===== src/rtl/core/integer_to_decimal_ascii_macros.svh =====
// ----------------------------------------------------------------------------
// integer_to_decimal_ascii_macros
// Assertion macros shared by the integer to decimal ASCII converter.
// Each macro takes a label, the clock, the active-low reset, an antecedent
// and a consequent.
// ----------------------------------------------------------------------------
`ifndef INTEGER_TO_DECIMAL_ASCII_MACROS_SVH
`define INTEGER_TO_DECIMAL_ASCII_MACROS_SVH

// Same-cycle implication.
`define ITDA_ASSERT_NOW(label, clk, rst_n, ante, cons) \
    label: assert property (@(posedge clk) disable iff (!rst_n) (ante) |-> (cons)) \
        else $error("itda assertion failed");

// Next-cycle implication.
`define ITDA_ASSERT_NEXT(label, clk, rst_n, ante, cons) \
    label: assert property (@(posedge clk) disable iff (!rst_n) (ante) |=> (cons)) \
        else $error("itda assertion failed");

`endif


===== src/rtl/core/itda_pkg.sv =====
// ----------------------------------------------------------------------------
// itda_pkg
// Widths, counts and character codes of the integer to decimal ASCII block.
// ----------------------------------------------------------------------------
package itda_pkg;

    localparam int VALUE_WIDTH = 32;
    // Decimal digits needed for VALUE_WIDTH bits: floor(W * log10(2)) + 1.
    localparam int DIGITS      = (VALUE_WIDTH * 30103) / 100000 + 1;
    localparam int BCD_W       = DIGITS * 4;
    localparam int BIT_CNT_W   = $clog2(VALUE_WIDTH);
    localparam int DIG_CNT_W   = $clog2(DIGITS + 1);

    localparam logic [7:0] CHAR_ZERO  = 8'd48;
    localparam logic [7:0] CHAR_MINUS = 8'd45;

    typedef logic [3:0] t_digit;

endpackage


===== src/rtl/core/integer_to_decimal_ascii.sv =====
// Timing: a leading '-' is registered when the start is accepted; the final
// character is always the last step of the digit walk.
// Throughput: a new number is taken only in idle, after the busy phase of 32
// shift-and-adjust steps plus one per BCD digit slot, 10 slots. The receiver
// cannot stall, so nothing stretches this.
// Reset: synchronous, active low; clears the sequencer and the strobe only.
// ----------------------------------------------------------------------------
// integer_to_decimal_ascii
// Converts a signed or unsigned binary value to decimal ASCII characters.
// ----------------------------------------------------------------------------
module integer_to_decimal_ascii
    import itda_pkg::*;
(
    input  logic                   i_clk,
    input  logic                   i_rst_n,
    input  logic                   start,
    output logic                   busy,
    input  logic [VALUE_WIDTH-1:0] i_value_bits,
    input  logic                   i_is_signed,
    output logic [7:0]             o_ascii_char,
    output logic                   o_last_char,
    output logic                   o_strobe
);

`include "integer_to_decimal_ascii_macros.svh"

    // Sequencer codes. IDLE waits for a start beat, CONV runs the double
    // dabble conversion one input bit per cycle, EMIT walks the BCD digits
    // from the most significant end, one digit per cycle.
    localparam logic [1:0] ST_IDLE = 2'd0;
    localparam logic [1:0] ST_CONV = 2'd1;
    localparam logic [1:0] ST_EMIT = 2'd2;

    logic [1:0]             r_state,    n_state;
    logic [VALUE_WIDTH-1:0] r_bin,      n_bin;
    logic [BCD_W-1:0]       r_bcd,      n_bcd;
    logic [BIT_CNT_W-1:0]   r_bit,      n_bit;
    logic [DIG_CNT_W-1:0]   r_dig_left, n_dig_left;
    logic                   r_lead,     n_lead;
    logic [7:0]             r_char,     n_char;
    logic                   r_last,     n_last;
    logic                   r_strobe,   n_strobe;

    logic                   accept;
    logic                   negative;
    logic [VALUE_WIDTH-1:0] magnitude;
    logic [BCD_W-1:0]       bcd_adj;
    t_digit                 top_digit;

    assign accept    = start && (r_state == ST_IDLE);
    assign negative  = i_is_signed && i_value_bits[VALUE_WIDTH-1];
    // The most negative value wraps to itself, which read as unsigned is
    // exactly its magnitude.
    assign magnitude = negative ? (~i_value_bits + 1'b1) : i_value_bits;
    assign top_digit = r_bcd[BCD_W-1 -: 4];

    // Double dabble adjust: every BCD digit of five or more gets three added
    // before the shift. Digits are independent of each other.
    always_comb begin
        t_digit d;
        bcd_adj = r_bcd;
        for (int k = 0; k < DIGITS; k++) begin
            d = r_bcd[k*4 +: 4];
            bcd_adj[k*4 +: 4] = (d >= 4'd5) ? (d + 4'd3) : d;
        end
    end

    always_comb begin
        n_state    = r_state;
        n_bin      = r_bin;
        n_bcd      = r_bcd;
        n_bit      = r_bit;
        n_dig_left = r_dig_left;
        n_lead     = r_lead;
        n_char     = r_char;
        n_last     = 1'b0;
        n_strobe   = 1'b0;

        case (r_state)
            ST_IDLE: begin
                if (accept) begin
                    n_state    = ST_CONV;
                    n_bin      = magnitude;
                    n_bcd      = '0;
                    n_bit      = BIT_CNT_W'(VALUE_WIDTH - 1);
                    n_dig_left = DIG_CNT_W'(DIGITS);
                    n_lead     = 1'b1;
                    // The sign goes out while the conversion is still running.
                    if (negative) begin
                        n_char   = CHAR_MINUS;
                        n_strobe = 1'b1;
                    end
                end
            end
            ST_CONV: begin
                n_bcd = {bcd_adj[BCD_W-2:0], r_bin[VALUE_WIDTH-1]};
                n_bin = {r_bin[VALUE_WIDTH-2:0], 1'b0};
                n_bit = r_bit - 1'b1;
                if (r_bit == '0) begin
                    n_state = ST_EMIT;
                end
            end
            ST_EMIT: begin
                n_bcd      = {r_bcd[BCD_W-5:0], 4'd0};
                n_dig_left = r_dig_left - 1'b1;
                // Leading zeros are dropped, but the units digit always goes
                // out, so that zero still yields a single '0'.
                if (!(r_lead && (top_digit == 4'd0) && (r_dig_left != DIG_CNT_W'(1)))) begin
                    n_lead   = 1'b0;
                    n_char   = CHAR_ZERO + {4'd0, top_digit};
                    n_strobe = 1'b1;
                    n_last   = (r_dig_left == DIG_CNT_W'(1));
                end
                if (r_dig_left == DIG_CNT_W'(1)) begin
                    n_state = ST_IDLE;
                end
            end
            default: begin
                n_state = ST_IDLE;
            end
        endcase
    end

    always_ff @(posedge i_clk) begin
        if (!i_rst_n) begin
            r_state  <= ST_IDLE;
            r_strobe <= 1'b0;
        end else begin
            r_state  <= n_state;
            r_strobe <= n_strobe;
        end
    end

    always_ff @(posedge i_clk) begin
        r_bin      <= n_bin;
        r_bcd      <= n_bcd;
        r_bit      <= n_bit;
        r_dig_left <= n_dig_left;
        r_lead     <= n_lead;
        r_char     <= n_char;
        r_last     <= n_last;
    end

    assign busy         = (r_state != ST_IDLE);
    assign o_ascii_char = r_char;
    assign o_last_char  = r_last;
    assign o_strobe     = r_strobe;

    // An accepted start beat always leaves the block busy.
    `ITDA_ASSERT_NEXT(a_start_busy, i_clk, i_rst_n, accept, busy)
    // The final character coincides with the return to idle.
    `ITDA_ASSERT_NOW(a_last_idle, i_clk, i_rst_n, o_strobe && o_last_char, r_state == ST_IDLE)
    // A minus sign only appears in the first conversion cycle.
    `ITDA_ASSERT_NOW(a_minus_first, i_clk, i_rst_n,
        o_strobe && (o_ascii_char == CHAR_MINUS),
        (r_state == ST_CONV) && (r_bit == BIT_CNT_W'(VALUE_WIDTH - 1)) && !o_last_char)
    // The digit walk never runs out of digit slots.
    `ITDA_ASSERT_NOW(a_emit_count, i_clk, i_rst_n, r_state == ST_EMIT, r_dig_left != '0)

endmodule

===== config.mk =====
export PLATFORM = sky130hd
export DESIGN_NAME = integer_to_decimal_ascii
export DESIGN_NICKNAME = d
export VERILOG_FILES = /design/src/rtl/core/itda_pkg.sv /design/src/rtl/core/integer_to_decimal_ascii.sv
export VERILOG_INCLUDE_DIRS = /design/src /design/src/rtl/core
export SDC_FILE = /design/constraint.sdc
export NUM_CORES = 1
export LEC_CHECK = 0
export BUFFER_PORTS_ARGS = -buffer_cell sky130_fd_sc_hd__buf_2
export CORE_ASPECT_RATIO = 0.7
export CORE_MARGIN = 2
export CORE_UTILIZATION = 55
export DETAILED_ROUTE_END_ITERATION = 12
export GPL_ROUTABILITY_DRIVEN = 0
export GPL_TIMING_DRIVEN = 0
export PLACE_DENSITY = 0.83
export RECOVER_POWER = 50
export SLEW_MARGIN = 20
export SYNTH_ARGS = -nofsm -noshare
export SYNTH_HDL_FRONTEND = slang
export SYNTH_SLANG_ARGS = --single-unit
export TNS_END_PERCENT = 10

===== constraint.sdc =====
create_clock -name i_clk -period 3.8 [get_ports i_clk]
set_input_delay 0.19 -clock i_clk [delete_from_list [all_inputs] [get_ports i_clk]]
set_output_delay 0.19 -clock i_clk [all_outputs]
set_load 0.01 [all_outputs]

# Word level (Yosys, flattened, before mapping)
# Index checks and enable logic that the tools add are counted.
# word_totals
register_bits,94
elab_cells,96
output_inout_bits,11
in_bits,36
# op_classes
n_mux,34
bitwise_logic,2
eq_ne,9
magnitude_cmp,10
reduce_logical,18
n_addsub,14
# op_table
op,count
$pmux 40 s3,1
$mux 32,2
$pmux 32 s2,1
$ge 4x3->1 const B,10
$mux 4,10
$mux 40,1
$add 4x2->4 const B,9
$add 32x1->32 const B,1
$not 32->32,1
$mux 8,3
$pmux 8 s2,1
$ne 2x2->1 const B,5
$pmux 5 s2,1
$pmux 4 s2,1
$add 6x4->7 const A,1
$mux 2,3
$pmux 2 s3,1
$reduce_and 2->1,3
$reduce_and 3->1,2
$reduce_bool 2->1,3
$logic_not 5->1,1
$mux 1,5
$mux 5,1
$sub 5x1->5 const B,1
other kinds (15),19

# Longest topological paths before layout
# depth
word_depth,5
mapped_depth,8
depth_no_buf,6

# Worst setup path before layout
# Ideal clock, no wire load.
# synth_timing
kind,register -> register
from,register r_state[1]
to,register r_bin[0] (enable)
setup_ps,483
period_less_slack_ps,4193
required_time_ps,3317
path_slack_ps,-393
arrival_ps,3710
stages_incl_launch_ff,6
path_buffers,1
cell_sequence,dfxtp_1 > inv_1 > ha_1 > clkbuf_1 > clkinv_1 > o21ai_0
# synth_between
elab_chain_cells,4
elab_cells_between_ends,6
classes_between,eq/ne: 2; reduce/logical: 4
# synth_rtl
item,line_no,rtl
start: declaration,integer_to_decimal_ascii.sv:34,"logic [1:0] r_state, n_state;"
start signal: assignment,integer_to_decimal_ascii.sv:129,r_state <= n_state;
$logic_not 2->1,"integer_to_decimal_ascii.sv:50, integer_to_decimal_ascii.sv:79",
$logic_and 1x1->1,integer_to_decimal_ascii.sv:50,assign accept = start && (r_state == ST_IDLE);
$ne 2x2->1 (no line),--,
$reduce_and 2->1 (no line) *,--,
end signal: assignment,integer_to_decimal_ascii.sv:135,r_bin <= n_bin;
end: declaration,integer_to_decimal_ascii.sv:35,"logic [VALUE_WIDTH-1:0] r_bin, n_bin;"
# Every way passes the cells marked *; elsewhere a longest branch is shown, timed or not.
# A chain may end at the register's enable or synchronous reset.

# Worst setup path after layout
# layout_timing
from,register r_state[0]
to,"register r_char[3], in the netlist o_ascii_char[3] (enable)"
# layout_between
elab_chain_cells,4
elab_cells_between_ends,8
classes_between,eq/ne: 4; reduce/logical: 4
# layout_rtl
item,line_no,rtl
$logic_not 2->1,"integer_to_decimal_ascii.sv:50, integer_to_decimal_ascii.sv:79",
$logic_and 1x1->1,integer_to_decimal_ascii.sv:50,
$ne 2x2->1 (no line),--,
$reduce_and 4->1 (no line) *,--,
end signal: assignment,integer_to_decimal_ascii.sv:140,r_char <= n_char;
end: declaration,integer_to_decimal_ascii.sv:40,"logic [7:0] r_char, n_char;"
# Marks and branches as above.

==> metrics.md <==
| Metric | Value |
|---|---|
| Outcome | finished, violations left |
| Violated checks | capacitance limit, slew limit |
| Layout cell share with drive strength beyond 1 | 0.125 |
| First-pass GRT wire length | 21,900 um |
| Net Sw Power | 0.00201 W |
| Initial core utilization | 0.572 |
| Leakage | between 2 and 2.5 nW |
| Core area | 9830 um2 |
| Synthesized instance count | 553 |
| Vias in the first global route | ~4,400 |
| Normalized max-slew margin | -0.0354 |
| Worst Setup End Kind | flip-flop |
| Net Sw Frac | 0.387 |
| Hold Path Cell Cnt | 2 |
| CTS Buf Count | 9 |
| Hold buffer count at cts | 0 |
| CTS tree | built |
| Initial antenna violation count | 0 |
| Final Skew | 0.00872 ns |
| Final WS setup | 0.473 ns |
| Die ar. | 11,100 um2 |
| Top FF cell, synth | edfxtp_1 |
| Ports | 47 |
| Yosys warns | 0 |
| Port bufs | 43 |
| Synthesized flop and latch total | a little over 90 |
| P_int | 0.00320 W |
| Syn Area/Cell | 10.2 um2 |
| Sequential fraction of the synthesis area | 0.479 |
| Share of the synthesized area in the top cell type | 0.465 |
| Post-synth EDFFs | 87 |
| RR Endpoint | o_ascii_char[3] |
| Clock share of power | 0.207 |
| Largest net degree at the start of global routing | 30 |
| Routed WL | 13,400 um |
| Pwr/cell area | approximately 810 nW/um2 |
| DR vias | 4,672 |
| Final HPWL DP | 9460 um |
| Cell taking the most area after synthesis | edfxtp_1 |
| Dpl ws | around 0.55 ns |
| Req. time, crit path | 3.78 ns |
| Endpoints failing setup | 0 |
| # clock sinks | 91 |
| R2R depth | 7 |
| # Max-Cap Violations | 1 |
| Post-CTS Setup Repair Bufs | 0 |
| Antenna viol nets, final | 0 |
| Clk_lat worst skew | 0.35 ns |
| PostCTS Resize Cnt | 0 |
| Combinational power share | 0.405 |
| Count leader, synth | edfxtp_1 |
| Clk slew on worst S/H paths | 0.07 ns |
| Setup_tns | 0 ns |
| Final hold vios | 0 |
| Multi-input logic area | 2710 um2 |
| RSZ-0062 raised after global routing | false |
| Layout fillers | between 700 and 800 |
| Final Max Tran Viols | 30 |
| Actual slew at the worst max-slew pin | between 1.5 and 2 ns |
| Die X | 125 um |
| DRC violations left | 0 |
| Area Overhead vs Synth | 13.8% |
| Nets@finish | approximately 680 |
| Die height | 88.6 um |
| Gr usage total | 0.251 |
| FMAX | about 300 MHz |
| Drt wl/cell | around 18 um |
| HP Class | input pin to flip-flop |
| Max rail drop VDD | 0.333 mV |
| Clk root buf | clkbuf_16 |
| RR Startpoint | r_state[0] |
| Netlist Area Pre-Place | 5620 um2 |
| Storage cell area | approximately 2700 um2 |
| Final worst-path cycle share | 0.875 |
| Routed vias/inst | 6.29 |
| CP Max Fanout | 10 |
| Distinct cell type count after synthesis | 55 |
| R2r setup slk | between 0.4 and 0.5 ns |
| CP startpoint kind | flip-flop |
| Async set-reset flop share out of synthesis | 0 |
| WHS Endpoint | o_strobe |
| Synth area leaders | edfxtp_1 46%, ha_1 6.5%, o21ai_0 3.9% |
| Antenna cell count | 0 |
| Critical Path AT | 3.31 ns |
| DRT Pass-1 Iters | 7 |
| Fin crit period | ~3.3 ns |
| Number of H-tree levels | 3 |
| Hold path start | i_rst_n |
| Crit Path Class | flip-flop to flip-flop |
| FP Rows | 30 |
| CTS Buffer Depth | 2 |
| Commonest cells in the netlist | 87 x edfxtp_1, 46 x nand2_1, 44 x o21ai_0 |
| Reg power frac | 0.388 |
| Total grt overflow | 0 |
| Drt initial violations | 571 |
## cells by family (layout without fill, tap and decap cells)
logic type	count (synthesis)	in the layout	share of synthesized area
XOR/XNOR	32	32	0.0498
flip-flops	91	91	0.479
buffers and inverters	63	124	0.0440
other	2	3	0.00134
AND/OR/NAND/NOR	187	187	0.184
adder cells (fa/ha/maj)	29	29	0.0645
multiplexers	14	14	0.0267
AO/OA/AOI/OAI	135	135	0.151
## how the worst max path moves through the flow
stage	start	end	depth (start not counted)
6_report	r_state[0]	o_ascii_char[3]	7
5_1_grt	r_state[1]	r_bcd[9]	5
4_1_cts	r_state[0]	o_ascii_char[3]	7
3_5_place_dp	r_state[0]	o_ascii_char[3]	7
3_3_place_gp	r_state[1]	r_bin[18]	5
2_1_floorplan	r_state[1]	r_bin[0]	5
## worst max-delay path, stage by stage, from the launching register on
cell and delay (ns):
dfxtp_1 0.33, inv_1 0.10, ha_1 0.19, clkbuf_1 0.36
clkinv_1 0.33, o21ai_0 0.63, a21boi_0 0.34, a21boi_0 0.67
## routing by layer
layer | wire length [um] | part of all wire | vias to the layer above | GRT usage
met5 | 0 | 0 | - | 0
met4 | 230 | 0.017 | 0 | 0.104
met3 | 1290 | 0.096 | 21 | 0.0496
met2 | 6200 | 0.46 | 256 | 0.398
met1 | 5670 | 0.42 | 2225 | 0.344
li1 | - | - | 2170 | -
## power by group through the flow
stage	Combinational, W	Sequential, W	Clock, W
2_1_floorplan	0.00149	0.00196	0
3_3_place_gp	0.00186	0.00202	0
3_5_place_dp	0.00208	0.00201	0
4_1_cts	0.00212	0.00200	0.00109
5_1_grt	0.00235	0.00207	0.00112
6_report	0.00211	0.00202	0.00108
## state kept, by name (all words and copies together) (netlist names)
register	count
r_bit	5
o_last_char	1
r_bcd	40
r_state	2
o_ascii_char	5
o_strobe	1
r_lead	1
r_bin	32
r_dig_left	4
## through the flow
step / total power, W / std cells / utilization / hold slack (ns) / area, um2
3_3_place_gp: 0.00389 / 725 / 0.610 / 0.430 / 6000
5_1_grt: 0.00553 / 743 / 0.651 / 0.0981 / 6400
3_5_place_dp: 0.00410 / 727 / 0.617 / 0.442 / 6070
4_1_cts: 0.00521 / 743 / 0.654 / 0.0754 / 6430
2_1_floorplan: 0.00345 / 554 / - / 0.312 / 5630
6_report: 0.00521 / 743 / 0.651 / 0.0885 / 6400
## cell usage in the layout, fill, tap and decap left out, types with 7 or more instances in the layout
| cell | n |
|---|---|
| ha_1 | 29 |
| nand3_1 | 18 |
| a22oi_1 | 12 |
| nor3_1 | 20 |
| o31ai_1 | 7 |
| inv_1 | 33 |
| o21ai_0 | 43 |
| buf_2 | 35 |
| mux2_2 | 8 |
| nor2b_1 | 15 |
| o22ai_1 | 13 |
| edfxtp_1 | 87 |
| nand2b_1 | 13 |
| a21oi_1 | 28 |
| nor2_1 | 20 |
| nand2_1 | 46 |
| xnor2_1 | 23 |
| clkbuf_1 | 32 |
| xor2_1 | 9 |
| clkbuf_16 | 9 |
| nor3b_1 | 12 |
## cell type report
| type | count | share of cell area |
|---|---|---|
| Clock inverter | 6 | 0.0186 |
| Tap cell | 128 | 0.0250 |
| Clock buffer | 10 | 0.0373 |
| Inverter | 35 | 0.0205 |
| Sequential cell | 91 | 0.421 |
| Buffer | 28 | 0.0182 |
| Timing Repair Buffer | 45 | 0.0370 |
| Multi-Input combinational cell | 400 | 0.423 |
No activity file was read; power rests on OpenSTA's default activity.
